[config.mk]
export PLATFORM = sky130hd
export DESIGN_NAME = pixel_brightness_ordered_dither_core
export DESIGN_NICKNAME = d
export VERILOG_FILES = /design/src/sv/pbod_pkg.sv /design/src/sv/pbod_lane.sv /design/src/sv/pbod_merge.sv /design/src/sv/pixel_brightness_ordered_dither_core.sv
export VERILOG_INCLUDE_DIRS = /design/src /design/src/sv
export SDC_FILE = /design/constraint.sdc
export NUM_CORES = 1
export LEC_CHECK = 0
export BUFFER_PORTS_ARGS = -buffer_cell sky130_fd_sc_hd__buf_2
export CAP_MARGIN = 20
export CELL_PAD_IN_SITES_DETAIL_PLACEMENT = 0
export CELL_PAD_IN_SITES_GLOBAL_PLACEMENT = 1
export CORE_ASPECT_RATIO = 1.1
export CORE_MARGIN = 10
export CORE_UTILIZATION = 29
export DETAILED_ROUTE_END_ITERATION = 16
export PLACE_DENSITY_LB_ADDON = 0.1
export SYNTH_ARGS = -nofsm -noshare
export SYNTH_HDL_FRONTEND = slang
export SYNTH_SLANG_ARGS = --single-unit
[constraint.sdc]
create_clock -name clk_i -period 12.76 [get_ports clk_i]
set_input_delay 2.552 -clock clk_i [delete_from_list [all_inputs] [get_ports clk_i]]
set_output_delay 2.552 -clock clk_i [all_outputs]
set_load 0.01 [all_outputs]
[src/sv/pixel_brightness_ordered_dither_core_defines.svh]
// Assertion helpers shared by the dither core.
`ifndef PIXEL_BRIGHTNESS_ORDERED_DITHER_CORE_DEFINES_SVH
`define PIXEL_BRIGHTNESS_ORDERED_DITHER_CORE_DEFINES_SVH

// same-cycle implication, disabled while reset is asserted
`define PBOD_ASSERT_IMP(label, clk, rstn, ante, cons) \
  label: assert property (@(posedge clk) disable iff (!(rstn)) (ante) |-> (cons)) \
    else $error("pbod check failed");

// next-cycle implication, disabled while reset is asserted
`define PBOD_ASSERT_NXT(label, clk, rstn, ante, cons) \
  label: assert property (@(posedge clk) disable iff (!(rstn)) (ante) |=> (cons)) \
    else $error("pbod check failed");

`endif

[src/sv/pbod_pkg.sv]
package pbod_pkg;

  localparam int unsigned COORD_BITS_DEF = 12;
  localparam int unsigned NUM_LANES      = 3;
  localparam int unsigned PIPE_DEPTH     = 4;

  localparam logic [1:0] REG_BRIGHTNESS = 2'd0;
  localparam logic [1:0] REG_DITHER_EN  = 2'd1;
  localparam logic [1:0] REG_MONO_EN    = 2'd2;

  localparam logic [8:0]  BRIGHT_RST   = 9'd0;
  localparam logic [16:0] MONO_THRESH  = 17'd45824;  // 179 * 256

  typedef struct packed {
    logic [7:0] adj;    // brightness-adjusted channel
    logic [7:0] mask;   // position hash for this channel
    logic [7:0] level;  // 7-level colour dither result
  } lane_res_t;

  // level index 0..6 from v = floor(6*v/255)
  function automatic logic [2:0] level_code(input logic [8:0] v);
    logic [2:0] q;
    q = 3'd0;
    if (v >= 9'd43)  q = 3'd1;
    if (v >= 9'd85)  q = 3'd2;
    if (v >= 9'd128) q = 3'd3;
    if (v >= 9'd170) q = 3'd4;
    if (v >= 9'd213) q = 3'd5;
    if (v >= 9'd255) q = 3'd6;
    return q;
  endfunction

  // floor(255*q/6)
  function automatic logic [7:0] level_value(input logic [2:0] q);
    logic [7:0] r;
    unique case (q)
      3'd0:    r = 8'd0;
      3'd1:    r = 8'd42;
      3'd2:    r = 8'd85;
      3'd3:    r = 8'd127;
      3'd4:    r = 8'd170;
      3'd5:    r = 8'd212;
      3'd6:    r = 8'd255;
      default: r = 8'd255;
    endcase
    return r;
  endfunction

endpackage

[src/sv/pbod_lane.sv]
module pbod_lane #(
  parameter int unsigned COORD_BITS = pbod_pkg::COORD_BITS_DEF,
  parameter int unsigned CHAN       = 0
) (
  input  logic                  clk_i,
  input  logic [COORD_BITS-1:0] px_i,
  input  logic [COORD_BITS-1:0] py_i,
  input  logic [7:0]            chan_i,
  input  logic [7:0]            bright_i,
  output pbod_pkg::lane_res_t   res_o
);
  import pbod_pkg::*;

  localparam logic [7:0] CHAN_OFS = 8'((CHAN * 67) % 256);

  logic [7:0]  xh, yh;
  logic [15:0] yprod;
  logic [7:0]  sum_d, sum_q;
  logic [7:0]  adj1_d, adj1_q, adj2_q;
  logic [15:0] mprod;
  logic [7:0]  mask_d, mask_q;
  logic [8:0]  m3;
  logic [16:0] tprod;
  logic [5:0]  t;
  logic [8:0]  vsum, v;
  lane_res_t   res_d, res_q;

  // stage 1: brightness and hash sum (mod 256 is all that matters)
  always_comb begin
    xh     = 8'(px_i >> 1);
    yh     = 8'(py_i >> 1);
    yprod  = yh * 8'd236;
    sum_d  = xh + CHAN_OFS + yprod[7:0];
    adj1_d = chan_i + bright_i;
  end

  always_ff @(posedge clk_i) begin
    sum_q  <= sum_d;
    adj1_q <= adj1_d;
  end

  // stage 2: hash scramble
  always_comb begin
    mprod  = sum_q * 8'd119;
    mask_d = mprod[7:0];
  end

  always_ff @(posedge clk_i) begin
    mask_q <= mask_d;
    adj2_q <= adj1_q;
  end

  // stage 3: v = max(0, adj + floor((m+3)/6) - 1), then 7-level quantize
  always_comb begin
    m3    = {1'b0, mask_q} + 9'd3;
    tprod = m3 * 8'd171;          // x*171>>10 == x/6 for x < 259
    t     = tprod[15:10];
    vsum  = {1'b0, adj2_q} + {3'b000, t};
    v     = (vsum == 9'd0) ? 9'd0 : vsum - 9'd1;
    res_d.adj   = adj2_q;
    res_d.mask  = mask_q;
    res_d.level = level_value(level_code(v));
  end

  always_ff @(posedge clk_i) begin
    res_q <= res_d;
  end

  assign res_o = res_q;

endmodule

[src/sv/pbod_merge.sv]
module pbod_merge (
  input  logic                clk_i,
  input  pbod_pkg::lane_res_t lanes_i [pbod_pkg::NUM_LANES],
  input  logic                dith_i,
  input  logic                mono_i,
  output logic [7:0]          red_o,
  output logic [7:0]          green_o,
  output logic [7:0]          blue_o
);
  import pbod_pkg::*;

  logic [14:0] mprod;
  logic [16:0] score;
  logic [7:0]  lit;
  logic [7:0]  red_d, green_d, blue_d;
  logic [7:0]  red_q, green_q, blue_q;

  // mono threshold uses the red-lane hash against adjusted green
  always_comb begin
    mprod = lanes_i[0].mask * 7'd100;
    score = {1'b0, lanes_i[1].adj, 8'h00} + {2'b00, mprod};
    lit   = (score >= MONO_THRESH) ? 8'hff : 8'h00;
    priority if (dith_i && mono_i) begin
      red_d   = lit;
      green_d = lit;
      blue_d  = lit;
    end else if (dith_i) begin
      red_d   = lanes_i[0].level;
      green_d = lanes_i[1].level;
      blue_d  = lanes_i[2].level;
    end else begin
      red_d   = lanes_i[0].adj;
      green_d = lanes_i[1].adj;
      blue_d  = lanes_i[2].adj;
    end
  end

  always_ff @(posedge clk_i) begin
    red_q   <= red_d;
    green_q <= green_d;
    blue_q  <= blue_d;
  end

  assign red_o   = red_q;
  assign green_o = green_q;
  assign blue_o  = blue_q;

endmodule

[src/sv/pixel_brightness_ordered_dither_core.sv]
// channel   direction  handshake              payload
// pixel     in         start_i / busy_o       pixel_x_i, pixel_y_i, red/green/blue_in_i
// result    out        valid_o (strobe)       red_out_o, green_out_o, blue_out_o
// config    in         cfg_valid_i/cfg_ready_o cfg_index_i, cfg_data_i
//
// One pixel per clock; each result is registered in the 3 lane stages
// and then in the merge register. busy_o never rises.
// Reset sets config defaults (dither on), clears valid pipeline; data regs not reset.
// The result strobe lasts one cycle and cannot be held off.
`include "pixel_brightness_ordered_dither_core_defines.svh"

module pixel_brightness_ordered_dither_core #(
  parameter int unsigned COORD_BITS = pbod_pkg::COORD_BITS_DEF
) (
  input  logic                  clk_i,
  input  logic                  rst_ni,
  input  logic                  start_i,
  output logic                  busy_o,
  input  logic [COORD_BITS-1:0] pixel_x_i,
  input  logic [COORD_BITS-1:0] pixel_y_i,
  input  logic [7:0]            red_in_i,
  input  logic [7:0]            green_in_i,
  input  logic [7:0]            blue_in_i,
  output logic                  valid_o,
  output logic [7:0]            red_out_o,
  output logic [7:0]            green_out_o,
  output logic [7:0]            blue_out_o,
  input  logic                  cfg_valid_i,
  output logic                  cfg_ready_o,
  input  logic [1:0]            cfg_index_i,
  input  logic [8:0]            cfg_data_i
);
  import pbod_pkg::*;

  logic [8:0]            bright_q;
  logic                  dith_q, mono_q;
  logic [PIPE_DEPTH-1:0] vld_q;
  logic                  accept;
  logic [7:0]            chans [NUM_LANES];
  lane_res_t             lane_res [NUM_LANES];

  assign busy_o      = 1'b0;
  assign cfg_ready_o = 1'b1;
  assign accept      = start_i && !busy_o;

  always_ff @(posedge clk_i or negedge rst_ni) begin
    if (!rst_ni) begin
      bright_q <= BRIGHT_RST;
      dith_q   <= 1'b1;
      mono_q   <= 1'b0;
    end else if (cfg_valid_i && cfg_ready_o) begin
      unique case (cfg_index_i)
        REG_BRIGHTNESS: bright_q <= cfg_data_i;
        REG_DITHER_EN:  dith_q   <= cfg_data_i[0];
        REG_MONO_EN:    mono_q   <= cfg_data_i[0];
        default: ;
      endcase
    end
  end

  always_ff @(posedge clk_i or negedge rst_ni) begin
    if (!rst_ni) begin
      vld_q <= '0;
    end else begin
      vld_q <= {vld_q[PIPE_DEPTH-2:0], accept};
    end
  end

  assign chans[0] = red_in_i;
  assign chans[1] = green_in_i;
  assign chans[2] = blue_in_i;

  for (genvar c = 0; c < NUM_LANES; c++) begin : g_lane
    pbod_lane #(
      .COORD_BITS (COORD_BITS),
      .CHAN       (c)
    ) u_lane (
      .clk_i    (clk_i),
      .px_i     (pixel_x_i),
      .py_i     (pixel_y_i),
      .chan_i   (chans[c]),
      .bright_i (bright_q[7:0]),
      .res_o    (lane_res[c])
    );
  end

  pbod_merge u_merge (
    .clk_i   (clk_i),
    .lanes_i (lane_res),
    .dith_i  (dith_q),
    .mono_i  (mono_q),
    .red_o   (red_out_o),
    .green_o (green_out_o),
    .blue_o  (blue_out_o)
  );

  assign valid_o = vld_q[PIPE_DEPTH-1];

  `PBOD_ASSERT_IMP(a_result_follows, clk_i, rst_ni, accept, ##4 valid_o)
  `PBOD_ASSERT_IMP(a_no_spurious, clk_i, rst_ni, valid_o, $past(accept, 4))
  `PBOD_ASSERT_NXT(a_mono_gray, clk_i, rst_ni, vld_q[PIPE_DEPTH-2] && dith_q && mono_q,
    (red_out_o == green_out_o) && (green_out_o == blue_out_o))

endmodule

==> results.md, run 1 <==
- Slew Viols, Final: 0
- Run status: completed
- Clock slew at reported path FFs: 0.07 ns
- CTS resizes: 0
- Setup CP Type: flip-flop to flip-flop
- Via/cell ratio: 4.37
- Setup repair after global routing missed its margin: no
- Required arrival time at the worst endpoint: 13.08 ns
- Setup TNS Final: 0 ns
- Met1 capacity usage during global routing: 12.8%
- Final cycle utilization of the critical path: 63.5%
- Type of element launching the critical path: flip-flop
- Violation count after the first detailed-route iteration: 296
- Seq. cell area: 0.00359 sq mm
- Final clock skew: 0.0145 ns
- Post-layout min period: 8.10 ns
- Yosys warns: 0
- Critical Path Max Stage Delay: 0.62 ns
- Number of hold buffers added after CTS: 0
- FP Rows: 87
- Max-slew headroom: 43.9%
- Number of setup violations in the final report: 0
- Net count reported at finish: 2,103
- Initial Utilization: 29.2%
- Top-level port count: 90
- Max Clock Freq: 0.123 GHz
- Count of state elements after synthesis: 176
- Number of buffers added by the clock tree synthesis step: 17
- Maximum fanout along the worst path: 9
- Slowest-stage cell, CP: sky130_fd_sc_hd__or4b_2
- Dominant synthesized flop cell: sky130_fd_sc_hd__dfxtp_1
- Root Buffer: sky130_fd_sc_hd__clkbuf_16
- Sum of overflow across all layers after global routing: 0
- Number of setup buffers added after CTS: 0
- Busiest layer in global routing: met2
- Number of flops mapped to enable cells by yosys: 0
- Worst slack, placed: 4.59 ns
- Antenna Diode Count: 0
- Worst setup slack after layout: 4.66 ns
- WL per Instance: 13.4 microns
- Fill cell instance count of the final layout: 5,409
- H-tree depth: 4
- Worst min-delay path class: flip-flop to flip-flop
- Detailed-route DRC error count: 0
- Mapped Nets: 2,021
- Synth top area cells: sky130_fd_sc_hd__ha_1 25%, sky130_fd_sc_hd__dfxtp_1 22%, sky130_fd_sc_hd__fa_1 11%, sky130_fd_sc_hd__inv_1 7.7%, sky130_fd_sc_hd__xnor2_1 6.9%
- Final-report hold violation count: 0
- Weighted congestion at the end of routability-driven global placement: 0.760
- Vias in the first global route: 10,541
- Share of synthesized flip-flops with an asynchronous set or reset: 7.95%
- Pre-Repair DR Iteration Count: 4
- Die boundary width: 236 microns
- Total of max-cap violations: 0
- Wire length reported by the detailed router: 31,400 microns
- Number of instances in the placed design: 2,311
- Initial antenna violation count: 0
- Most frequent cells after synthesis: 308 x sky130_fd_sc_hd__inv_1, 293 x sky130_fd_sc_hd__ha_1, 162 x sky130_fd_sc_hd__dfxtp_1
- Synthesis-to-layout area growth: 11.8%
- Max Buffers Root-to-Sink: 2
- Placeable core region: 0.0512 sq mm
- Via Count: 10,237
- Maximum number of pins on one net before global-route repair: 28
- Cell area after technology mapping: 0.0149 sq mm
- Per-instance average area after synthesis: 9.44 sq um
- Area of the die: 0.0610 sq mm
- Met2 Usage GRT: 18.7%
- Proportion of layout cells with a drive suffix above 1: 8.78%
- GRT Util Overall: 10.5%
- Finished Layout Cells: 2,342
- Detailed Place HPWL: 26,700 microns
- Cells after synthesis: 1,581
- Die Span Y: 258 microns
- Total of buffers placed on input and output ports: 76
- Sequential-to-total area share from yosys stat: 24.1%
- GRT met3 Usage: 1.49%
- Detail Route Antenna Nets: 0
- Latest clock arrival within the worst-skew pair: 0.46 ns
- Worst hold slack after final layout: 0.327 ns
- Global-route wire length before repair: 52,200 microns
- Distinct cells, synth: 81
- Area occupied by multi-input gates: 0.0101 sq mm
- Clock tree sinks: 176
- Crit-path most repeated cell: sky130_fd_sc_hd__ha_1
- Crit path capture type: flip-flop
- Transition time at the pin with the least slew margin: 0.836 ns
- Fraction of synthesized cell area taken by the top area cell type: 24.6%
- Data arrival at the endpoint of the critical path: 8.42 ns
- CTS tree: built
- Leading area contributor after synthesis: sky130_fd_sc_hd__ha_1
- Most frequent cell after synthesis: sky130_fd_sc_hd__inv_1
cell families after synthesis:
| group | share of synthesized area [%] |
|---|---|
| AOI/OAI and AO/OA | 12.0 |
| xor gates and xnor gates | 9.56 |
| adders and majority gates | 35.8 |
| buffers and inverters | 8.20 |
| DFF | 24.1 |
| muxes | 1.17 |
| other | 0.0503 |
| and+or+nand+nor | 9.13 |
area by class of cell:
cell class | count | share of cell area (%)
Clock buffer | 17 | 2.55
Sequential cell | 176 | 21.5
Multi-Input combinational cell | 1082 | 60.6
Timing Repair Buffer | 78 | 2.37
Tap cell | 667 | 5.00
Inverter | 308 | 6.93
Clock inverter | 14 | 0.997
path summary, 6_finish.rpt:
| kind | endpoint | from | slack, ns | depth (start not counted) |
|---|---|---|---|---|
| max in group asynchronous | dith_q | rst_ni | 10.49 | 1 |
| max reg2reg | g_lane[0].u_lane.res_o[0] | g_lane[2].u_lane.mask_q[0] | 4.66 | 28 |
| max | g_lane[0].u_lane.res_o[0] | g_lane[2].u_lane.mask_q[0] | 4.66 | 28 |
| min reg2reg | g_lane[0].u_lane.adj2_q[2] | g_lane[0].u_lane.adj1_q[2] | 0.33 | 0 |
| min | g_lane[0].u_lane.adj2_q[2] | g_lane[0].u_lane.adj1_q[2] | 0.33 | 0 |
| min in group asynchronous | bright_q[3] | rst_ni | 1.98 | 1 |
flip-flops by register name, summed over array words and instances, names as in the netlist, 4 cells and up:
name                  count
g_lane.u_lane.mask_q     23
g_lane.u_lane.adj2_q     24
vld_q                     4
u_merge.blue_o            8
g_lane.u_lane.sum_q      23
u_merge.red_o             8
u_merge.green_o           8
g_lane.u_lane.res_o      44
g_lane.u_lane.adj1_q     24
bright_q                  8
per-layer routing:
metal | share of wire [%] | vias to the layer above
li1 | - | 5386
met1 | 47 | 4778
met2 | 51 | 50
met3 | 1.4 | 23
met4 | 1.3 | 0
met5 | 0 | -
per-stage QoR:
| step | util [%] | cell area, sq um |
|---|---|---|
| 2_1_floorplan | - | 14900 |
| 3_3_place_gp | 31.5 | 16100 |
| 3_5_place_dp | 31.5 | 16100 |
| 4_1_cts | 32.6 | 16700 |
| 5_1_grt | 32.6 | 16700 |
| 6_report | 32.6 | 16700 |
critical path, delay by kind of cell, from the launching register on:
kind	cells	cell delay, ns
buffers and inverters	3	0.36
AO/OA/AOI/OAI	8	2.15
XOR/XNOR	2	0.80
AND/OR/NAND/NOR	8	1.43
adder cells (fa/ha/maj)	7	2.81
flip-flops	1	0.43
cells in the final DEF (no fill, tap or decap), types with 13 or more instances in the layout:
cell / n
sky130_fd_sc_hd__fa_1: 84
sky130_fd_sc_hd__buf_2: 76
sky130_fd_sc_hd__xnor2_1: 118
sky130_fd_sc_hd__nand2_1: 49
sky130_fd_sc_hd__xor2_1: 45
sky130_fd_sc_hd__o21ai_0: 46
sky130_fd_sc_hd__dfxtp_1: 162
sky130_fd_sc_hd__clkbuf_16: 17
sky130_fd_sc_hd__ha_1: 293
sky130_fd_sc_hd__dfrtp_1: 13
sky130_fd_sc_hd__o21bai_1: 20
sky130_fd_sc_hd__nor3_1: 21
sky130_fd_sc_hd__nor2_1: 55
sky130_fd_sc_hd__a21o_1: 31
sky130_fd_sc_hd__nor2b_1: 13
sky130_fd_sc_hd__nand2b_1: 23
sky130_fd_sc_hd__nand3_1: 42
sky130_fd_sc_hd__inv_1: 308
sky130_fd_sc_hd__a21oi_1: 88
Power of run 1 is left out: the tool's default activity adds up to more than one toggle a clock period on the data nets, which glitch-free logic cannot reach.
==> inputs of run 2 (changes only) <==
clock period = 8.3 ns   (was 12.76 ns; I/O delays follow)
==> results.md, run 2 (same netlist as run 1, synthesis figures left out) <==
- Maximum fanout along the worst path: 9 (unchanged)
- Weighted congestion at the end of routability-driven global placement: 0.749 (was 0.760)
- Root Buffer: sky130_fd_sc_hd__clkbuf_16 (unchanged)
- Worst min-delay path class: flip-flop to flip-flop (unchanged)
- Slew Viols, Final: 0 (unchanged)
- Number of instances in the placed design: 2,322 (was 2,311)
- Number of setup buffers added after CTS: 0 (unchanged)
- CTS resizes: 0 (unchanged)
- Final-report hold violation count: 0 (unchanged)
- Highest-count cells in the layout ignoring fill and taps: 308 x sky130_fd_sc_hd__inv_1, 293 x sky130_fd_sc_hd__ha_1, 162 x sky130_fd_sc_hd__dfxtp_1 (unchanged)
- Post-layout min period: 7.56 ns (was 8.10 ns)
- Pre-Repair DR Iteration Count: 5 (was 4)
- Run status: completed (unchanged)
- Detail Route Antenna Nets: 0 (unchanged)
- Clock slew at reported path FFs: 0.07 ns (about the same)
- Max Buffers Root-to-Sink: 2 (unchanged)
- Detailed-route DRC error count: 0 (unchanged)
- Net count reported at finish: 2,114 (was 2,103)
- Final cycle utilization of the critical path: 91.1% (was 63.5%)
- Via Count: 10,175 (was 10,237)
- Number of buffers added by the clock tree synthesis step: 17 (unchanged)
- Violation count after the first detailed-route iteration: 298 (was 296)
- Number of flip-flops under the largest register name: 44 (unchanged)
- Busiest layer in global routing: met2 (unchanged)
- Initial antenna violation count: 0 (unchanged)
- WL per Instance: 13.3 microns (was 13.4 microns)
- Slowest-stage cell, CP: sky130_fd_sc_hd__fa_1 (was sky130_fd_sc_hd__or4b_2)
- Total of buffers placed on input and output ports: 76 (unchanged)
- Maximum number of pins on one net before global-route repair: 28 (unchanged)
- Setup CP Type: flip-flop to flip-flop (unchanged)
- Crit-path most repeated cell: sky130_fd_sc_hd__ha_1 (unchanged)
- Global-route wire length before repair: 52,600 microns (was 52,200 microns)
- Placeable core region: 0.0512 sq mm (unchanged)
- Setup repair after global routing missed its margin: no (unchanged)
- Max Clock Freq: 0.132 GHz (was 0.123 GHz)
- Latest clock arrival within the worst-skew pair: 0.48 ns (was 0.46 ns)
- Initial Utilization: 29.2% (unchanged)
- Area of the die: 0.0610 sq mm (unchanged)
- GRT met3 Usage: 2.04% (was 1.49%)
- Data arrival at the endpoint of the critical path: 7.92 ns (was 8.42 ns)
- Clock tree sinks: 176 (unchanged)
- Sum of overflow across all layers after global routing: 0 (unchanged)
- Finished Layout Cells: 2,354 (was 2,342)
- Final clock skew: 0.0236 ns (was 0.0145 ns)
- Proportion of layout cells with a drive suffix above 1: 9.43% (was 8.78%)
- FP Rows: 87 (unchanged)
- GRT Util Overall: 10.7% (was 10.5%)
- Max-slew headroom: 43.6% (was 43.9%)
- Antenna Diode Count: 0 (unchanged)
- Die boundary width: 236 microns (unchanged)
- Final design instance area without fill: 0.0167 sq mm (about the same)
- H-tree depth: 4 (unchanged)
- Setup TNS Final: 0 ns (unchanged)
- Number of hold buffers added after CTS: 0 (unchanged)
- Synthesis-to-layout area growth: 12.1% (was 11.8%)
- Top-level port count: 90 (unchanged)
- Crit path capture type: flip-flop (unchanged)
- Met1 capacity usage during global routing: 13.1% (was 12.8%)
- CTS tree: built (unchanged)
- Vias in the first global route: 10,485 (was 10,541)
- Critical Path Max Stage Delay: 0.55 ns (was 0.62 ns)
- Die Span Y: 258 microns (unchanged)
- Number of setup violations in the final report: 0 (unchanged)
- Wire length reported by the detailed router: 31,400 microns (about the same)
- Type of element launching the critical path: flip-flop (unchanged)
- Total cell area at the placement stage: 0.0162 sq mm (was 0.0161 sq mm)
- Most common cell after layout, fill and taps aside: sky130_fd_sc_hd__inv_1 (unchanged)
- Detailed Place HPWL: 26,800 microns (was 26,700 microns)
- Transition time at the pin with the least slew margin: 0.836 ns (about the same)
- Met2 Usage GRT: 18.4% (was 18.7%)
- Via/cell ratio: 4.32 (was 4.37)
- Required arrival time at the worst endpoint: 8.65 ns (was 13.08 ns)
- Total of max-cap violations: 0 (unchanged)
[run 2: changes by cell type in the layout (fill, tap and decap cells not counted), sizes merged]
cell / change
bufinv: -1
clkbuf: +3
buf: +11
clkinv: -2
clkinvlp: +1
[run 2: path summary, 6_finish.rpt]
check	end	cells after the start	slack, ns	from
max	g_lane[2].u_lane.res_o[0]	28	0.74	g_lane[2].u_lane.mask_q[0]
min	g_lane[0].u_lane.adj2_q[2]	0	0.32	g_lane[0].u_lane.adj1_q[2]
max reg2reg	g_lane[2].u_lane.res_o[0]	28	0.74	g_lane[2].u_lane.mask_q[0]
min reg2reg	g_lane[0].u_lane.adj2_q[2]	0	0.32	g_lane[0].u_lane.adj1_q[2]
max in group asynchronous	dith_q	1	6.95	rst_ni
min in group asynchronous	vld_q[3]	1	1.06	rst_ni
[run 2: cell type report]
class,count,area (sq um)
Timing Repair Buffer,89,478
Sequential cell,176,3590
Inverter,308,1160
Fill cell,5351,34400
Clock buffer,20,437
Tap cell,667,835
Clock inverter,12,97.6
Multi-Input combinational cell,1082,10100
[run 2: metrics by stage]
stage | setup slack [ns] | hold WS [ns] | utilization (%)
6_report | 0.738 | 0.324 | 32.7
4_1_cts | 0.372 | 0.323 | 32.7
2_1_floorplan | 1.50 | 0.310 | -
5_1_grt | 0.0653 | 0.330 | 32.7
3_5_place_dp | 0.423 | 0.312 | 31.6
3_3_place_gp | 0.435 | 0.311 | 31.6
[run 2: critical path: cells and delay by family (launching register included)]
family / cells / cell delay (ns)
compound gates: 10 / 1.99
xor+xnor: 2 / 0.51
fa+ha+maj: 7 / 2.77
buf+inv: 4 / 0.50
flops: 1 / 0.44
mux: 1 / 0.23
simple gates: 4 / 1.00
[run 2: layer usage]
layer / vias up / share of wire, %
met3: 20 / 1.9
met2: 63 / 50
met4: 0 / 1.3
met5: - / 0
li1: 5422 / -
met1: 4670 / 47
Power of run 2 is left out for the same reason.
